## config.mk

```make
export PLATFORM = sky130hd
export DESIGN_NAME = stalta_ram
export DESIGN_NICKNAME = d
export VERILOG_FILES = /design/src/stalta_ram.sv
export SDC_FILE = /design/constraint.sdc
export NUM_CORES = 1
export LEC_CHECK = 0
export BUFFER_PORTS_ARGS = -buffer_cell sky130_fd_sc_hd__buf_2
export CAP_MARGIN = 15
export CORE_MARGIN = 2
export CORE_UTILIZATION = 40
export CTS_BUF_LIST = sky130_fd_sc_hd__clkbuf_4 sky130_fd_sc_hd__clkbuf_8 sky130_fd_sc_hd__clkbuf_16
export CTS_CLUSTER_DIAMETER = 50
export DETAILED_ROUTE_END_ITERATION = 10
export SKIP_CTS_REPAIR_TIMING = 1
export SLEW_MARGIN = 10
export SYNTH_ARGS = -nofsm -noshare
export SYNTH_HDL_FRONTEND = slang
export SYNTH_SLANG_ARGS = --single-unit
```

## constraint.sdc

```tcl
create_clock -name clk_i -period 3.49 [get_ports clk_i]
set_input_delay 0.1745 -clock clk_i [delete_from_list [all_inputs] [get_ports clk_i]]
set_output_delay 0.1745 -clock clk_i [all_outputs]
set_load 0.02 [all_outputs]
```

## src/stalta_ram.sv

```systemverilog
module stalta_ram #(
  parameter int Width = 8,
  parameter int Depth = 16
) (
  input  logic                     clk_i,
  input  logic                     we_i,
  input  logic [$clog2(Depth)-1:0] waddr_i,
  input  logic [Width-1:0]         wdata_i,
  input  logic [$clog2(Depth)-1:0] raddr_i,
  output logic [Width-1:0]         rdata_o
);

  logic [Width-1:0] mem_q [Depth];
  logic [Width-1:0] rdata_q;

  always_ff @(posedge clk_i) begin
    if (we_i) begin
      mem_q[waddr_i] <= wdata_i;
    end
    rdata_q <= mem_q[raddr_i];
  end

  assign rdata_o = rdata_q;

endmodule

```

### After elaboration in Yosys (flattened, before gate mapping)

Memories as Yosys holds them, arrays and structs flattened. A register that Yosys moved wholly into a read port is not among the register bits.
Index checks and enable logic that the tools add are counted.

* register bits after elaboration: 0
* word-level logic and storage cells: 3
* memories kept: 1
* bits of input ports: 18
* RAM bits: 128

Memories
* mem_q: words 16, bits a word 8, rd ports 1, clocked after memory_dff 1, write ports 1, line 13 `logic [Width-1:0] mem_q [Depth];`

* mux-type cells: 2

Operators by type and width (number)
* $mux 1: 2

### Logic depth before layout (Yosys ltp)

Gate-level depths: netlist (run 1).

* word-level depth: 2
* gate-level depth with buffers: 5
* depth with buffers taken out: 3

### Worst setup path before layout (run 1)

OpenSTA, ideal clock, no wires.

* path kind: input port to flip-flop
* start: input port waddr_i[2]
* end: memory mem_q[0][0] (enable)
* setup time: 0.383 ns
* buffers on the path: 0
* arrival time: 1.284 ns
* stages: 2
* path slack: 1.823 ns
* cell sequence: or3b_2 > nor3_1

RTL lines
* start, declared: line 7 `input logic [$clog2(Depth)-1:0] waddr_i,`
* end, declared: line 13

Straight into the memory's write port.

==> results of run 1 <==
[layer usage]
| layer | up-vias | track usage | share of wire |
|---|---|---|---|
| li1 | 1046 | - | - |
| met1 | 1198 | 0.181 | 0.43 |
| met2 | 60 | 0.238 | 0.51 |
| met3 | 10 | 0.0477 | 0.050 |
| met4 | 0 | 0.0610 | 0.012 |
| met5 | - | 0 | 0 |
[cells in the mapped netlist (all sizes together)]
cell type and count:
or3b 1, nor3 4, and2 1, nand3 1, buf 7, edfxtp 128, dfxtp 8, nand3b 2
nor2b 1, mux4 32, nand2b 2, a22oi 16, clkdlybuf4s25 3, nand2 9, and2b 1, nor2 13
[state kept, by name (all words and copies together) (netlist names)]
signal	cells
mem_q	128
rdata_o	8
[path summary, 6_finish.rpt]
path	slack (ns)	end	cells past startpoint
setup / recovery	1.99	rdata_o[3]	5
hold / removal	0.15	mem_q[1][2]	1
setup reg to reg	2.10	rdata_o[3]	3
hold reg to reg	0.67	rdata_o[6]	3
[layout make-up]
class                           instances  area share
Timing Repair Buffer                   28      0.0246
Sequential cell                       136       0.668
Clock inverter                          4     0.00751
Multi-Input combinational cell         83       0.178
Clock buffer                           27      0.0866
Tap cell                              172      0.0359
[power by group through the flow]
stage	Combinational (mW)	Sequential (mW)	Clock [mW]
finish	0.169	1.84	1.66
global route	0.184	1.84	1.78
CTS	0.172	1.84	1.70
detailed placement	0.172	1.87	0
global placement	0.168	1.87	0
floorplan	0.0927	1.88	0
[stage by stage]
step	hold WS, ns	power [mW]	cells	util
finish	0.153	3.67	450	0.477
global route	0.154	3.80	450	0.477
CTS	0.138	3.71	450	0.477
detailed placement	0.576	2.04	419	0.432
global placement	0.552	2.04	419	0.432
floorplan	0.273	1.97	229	-
[worst max-delay path: cells and delay by family]
kind	cells	cell delay [ns]
AO/OA/AOI/OAI	1	0.31
AND/OR/NAND/NOR	1	0.09
multiplexers	1	0.64
buffers and inverters	2	0.57
[cells by family after synthesis]
group | count (synthesis) | synth area share
compound gates | 16 | 0.0233
buf+inv | 10 | 0.0168
flops | 136 | 0.778
mux | 32 | 0.150
simple gates | 35 | 0.0318
==> out/summary.txt, run 1 <==
Die Y: 117 um
Pleak: 2.00 nW
CTS sink count: 136
Drt initial violations: 213
Nets: 284
Kind of critical path: in2reg
Int Power: 2.98 mW
Most frequent cells in the layout: 128 x edfxtp_1, 25 x buf_2, 18 x mux4_2
Dominant cells by area after synthesis: edfxtp_1 75%, mux4_2 7.9%, mux4_1 7.1%
Start point of the critical path: raddr_i[0]
Cts bufs inserted: 17
Vias post-DR: 2314
Multi-input gate area: 1070 um^2
Largest net degree at the start of global routing: 33
Crit-path cells: buf_2 > buf_4 > mux4_1 > a22oi_1 > nand2_1
CTS tree: done
Core Area: 12600 um^2
HP Start: wdata_i[2]
Worst path required time: 3.78 ns
DR pass1 iterations: 4
VDD IR max: 0.348 mV
Die W: 117 um
GRT Total Usage: 0.146
Gpl congestion: 0.708
Synth-to-Final Area Change: 16.5%
Switch share: 0.189
Final setup fails: 0
Share of cells above drive strength 1: 0.288
Setup WS post-layout: 1.99 ns
Synth top area share: 0.747
Routed WL: 9230 um
Cell taking the most area after synthesis: edfxtp_1
Register bit total from synthesis: 136
Count of pins over their slew limit: 0
DP Worst Slack: 1.54 ns
FF-to-FF Start: mem_q[1][3]
Period utilization: 0.430
First-pass GRT wire length: 14400 um
Psw: 694 uW
Slowest stage delay, CP: 0.64 ns
ANT nets after route: 0
Yosys cell types: 19
Hold Crit Class: in2reg
Most common cell after layout, fill and taps aside: edfxtp_1
Root buf cell: clkbuf_16
Ant. Diodes: 0
Slowest cell on crit path: mux4_1
F_max: 666 MHz
I/O pin cnt: 26
H-tree depth: 4
Actual slew at the worst max-slew pin: 0.964 ns
Site Rows: 41
Clk slew on worst S/H paths: 0.05 ns
Final Hold Viols: 0
Routed wire length per instance: 20.5 um
Setup tns final: 0 ns
Clk_lat worst skew: 0.41 ns
Register area: 4000 um^2
GRT overflow: 0
Die area: 13800 um^2
CP max FO: 32
Min Tclk post-route: 1.50 ns
Status: complete, no violations
Starting Density: 0.410
Max_cap viols: 0
Synth Area per Inst: 22.5 um^2
DR vias/cell: 5.14
Fillers: 1011
Critical Path AT: 1.79 ns
Syn Inst Count: 229
Vias in the first global route: 2407
Flop pwr share: 0.500
Slew headroom: 0.355
Post-DP HPWL: 5770 um
Clock group share of total power: 0.453
PD cells: 612 nW/um^2
Sequential cell area fraction in the yosys report: 0.778
Post-placement cell area: 5430 um^2
Fin area: 6000 um^2
CP Launch Type: input pin
CP endpoint kind: register
Mapped cell area: 5150 um^2
Syn Nets: 247
Worst clock skew: 0.00599 ns
RSZ-0062 raised after global routing: false
Port buffer count: 25
Yosys warns: 0
Drt drc: 0
Clock Path Buffers: 2
Initial antenna violation count: 0
Combinational power share: 0.046
Power figures use the tool's default switching activity.
==> run 2: changes to the inputs <==
Settings changed: ABC_AREA from default to 1.
Clock period 3.49 ns to 1.4 ns, I/O delays scaled along.
==> run 2 against run 1 <==
  * Clock skew rose by 0.0035 ns
  * Critical path type is now reg2reg
  * Sequential share of layout area fell by 8.1 points
  * Area after synthesis rose by 12%
  * Via count rose by 67%
  * Hold slack got worse by 0.12 ns
  * Non-clock buffer count rose by 23
  * Routed wire length rose by 44%
  * Combinational power rose to 3.6 times the previous value
  * Total power rose to 2.7 times the previous value
  * Clock power rose to 2.8 times the previous value
==> out/summary.txt, run 2 <==
CTS tree: done
Hold Crit Class: in2reg
Syn Inst Count: 551
Synth top area share: 0.667
Min Tclk post-route: 1.05 ns
Count of pins over their slew limit: 0
Sequential cell area fraction in the yosys report: 0.694
Dominant cells by area after synthesis: edfxtp_1 67%, nand2_1 11%, nand3_1 8.4%
Top FF cell, synth: edfxtp_1
Synth Area per Inst: 10.5 um^2
Cts bufs inserted: 17
CP bufs+invs: 1
Number of flip-flops in the largest register: 128
Clk_lat worst skew: 0.41 ns
GRT overflow: 0
Slowest stage delay, CP: 0.36 ns
Slowest cell on crit path: edfxtp_1
Most flop-heavy register: mem_q
Die W: 124 um
Largest net degree at the start of global routing: 65
Most common cell after layout, fill and taps aside: nand2_1
Ant. Diodes: 0
Die Y: 124 um
Drt drc: 0
Cell Count, Final, Fillers Out: 790
Cell taking the most area after synthesis: edfxtp_1
DR vias/cell: 4.89
Status: complete, no violations
PD cells: 1450 nW/um^2
CP Launch Type: register
Starting Density: 0.412
First-pass GRT wire length: 21100 um
Mapped cell area: 5770 um^2
FFs w/ async S/R, synth: 0
Crit-path cells: inv_1 > nand2_1 > nand3_1 > nand3_1 > nand3_1 > nand2_1
Core Area: 14000 um^2
Final setup fails: 0
Worst path top cell family by delay: simple AND/OR/NAND/NOR gates
CTS sink count: 136
I/O pin cnt: 26
Routed wire length per instance: 16.9 um
Placed Cells: 758
Yosys warns: 0
Register bit total from synthesis: 136
Actual slew at the worst max-slew pin: 0.398 ns
Synth-to-Final Area Change: 18.4%
EDFF count, synth: 128
H-tree depth: 4
Clk slew on worst S/H paths: 0.06 ns
Nets: 615
RSZ-0062 raised after global routing: false
Final Hold Viols: 0
Pleak: 2.97 nW
Slew headroom: 0.734
Site Rows: 43
Worst clock skew: 0.00952 ns
VDD IR max: 0.929 mV
Share of cells above drive strength 1: 0.139
Hold_ws: 0.0325 ns
ANT nets after route: 0
Die area: 15400 um^2
Kind of critical path: reg2reg
Most frequent cells in the layout: 173 x nand2_1, 128 x edfxtp_1, 100 x inv_1
Setup tns final: 0 ns
Gpl congestion: 0.798
Vias post-DR: 3865
R2R setup slack: 0.35 ns
Synth cell count leaders: 173 x nand2_1, 128 x edfxtp_1, 100 x inv_1, 97 x nand3_1, 17 x nor2_1
Worst path required time: 1.70 ns
Root buf cell: clkbuf_16
Drt initial violations: 495
Critical Path AT: 1.35 ns
F_max: 954 MHz
Count leader, synth: nand2_1
Yosys cell types: 12
Routed WL: 13300 um
DR pass1 iterations: 5
GRT Total Usage: 0.192
Most frequent CP cell: nand3_1
Initial antenna violation count: 0
Syn Nets: 569
Max_cap viols: 0
CP max FO: 1
CP endpoint kind: register
Port buffer count: 25
Clock Path Buffers: 2
Period utilization: 0.749
Post-DP HPWL: 8070 um
Vias in the first global route: 3855
[run 2: cell types whose count changed after synthesis, moves of 10 or more]
cell	before	now
nand3_1	1	97
nand2_1	9	173
inv_1	0	100
mux4_2	18	0
a22oi_1	16	0
buf_2	3	13
mux4_1	14	0
[run 2: final timing paths]
kind	startpoint	end	cells after the start
worst max-delay path	mem_q[0][0]	rdata_o[0]	6
worst min-delay path	raddr_i[3]	rdata_o[2]	3
worst max register to register	mem_q[0][0]	rdata_o[0]	6
worst min register to register	mem_q[12][1]	rdata_o[1]	6
[run 2: per-stage QoR]
| step | setup slack (ns) | power [mW] | util | cell area (um^2) |
|---|---|---|---|---|
| finish | 0.352 | 9.89 | 0.488 | 6830 |
| global route | 0.274 | 10.2 | 0.488 | 6830 |
| CTS | 0.346 | 9.95 | 0.488 | 6830 |
| detailed placement | 0.146 | 5.27 | 0.443 | 6200 |
| global placement | 0.168 | 5.26 | 0.443 | 6200 |
| floorplan | 0.379 | 5.01 | - | 5770 |
[run 2: report_power, final]
part | leakage (nW) | switching (mW) | internal (mW)
Combinational | 1.44 | 0.421 | 0.183
Sequential | 1.22 | 0.0229 | 4.55
Clock | 0.303 | 1.65 | 3.06
Total | 2.97 | 2.09 | 7.80
[run 2: logic make-up after synthesis]
kind of cell	count (synthesis)	synth area share
simple gates	289	0.210
buf+inv	126	0.0952
flops	136	0.694
[run 2: layout make-up]
cell class              count  area, um^2
repair buffers             51         370
inverters                 102         383
clock buffers              20         454
fillers                  1291        7160
multi-input cells         289        1210
clock inverters            12         175
flip-flops and latches    136        4000
well taps                 180         225
[run 2: routing by layer]
metal / wire, um / track usage
met1: 5850 / 0.254
met2: 6420 / 0.309
met3: 815 / 0.0385
met4: 235 / 0.0772
met5: 0 / 0
[run 2: worst min-delay path, stage by stage]
cell	delay [ns]
buf_2	0.17
nand3_1	0.10
nand2_1	0.04
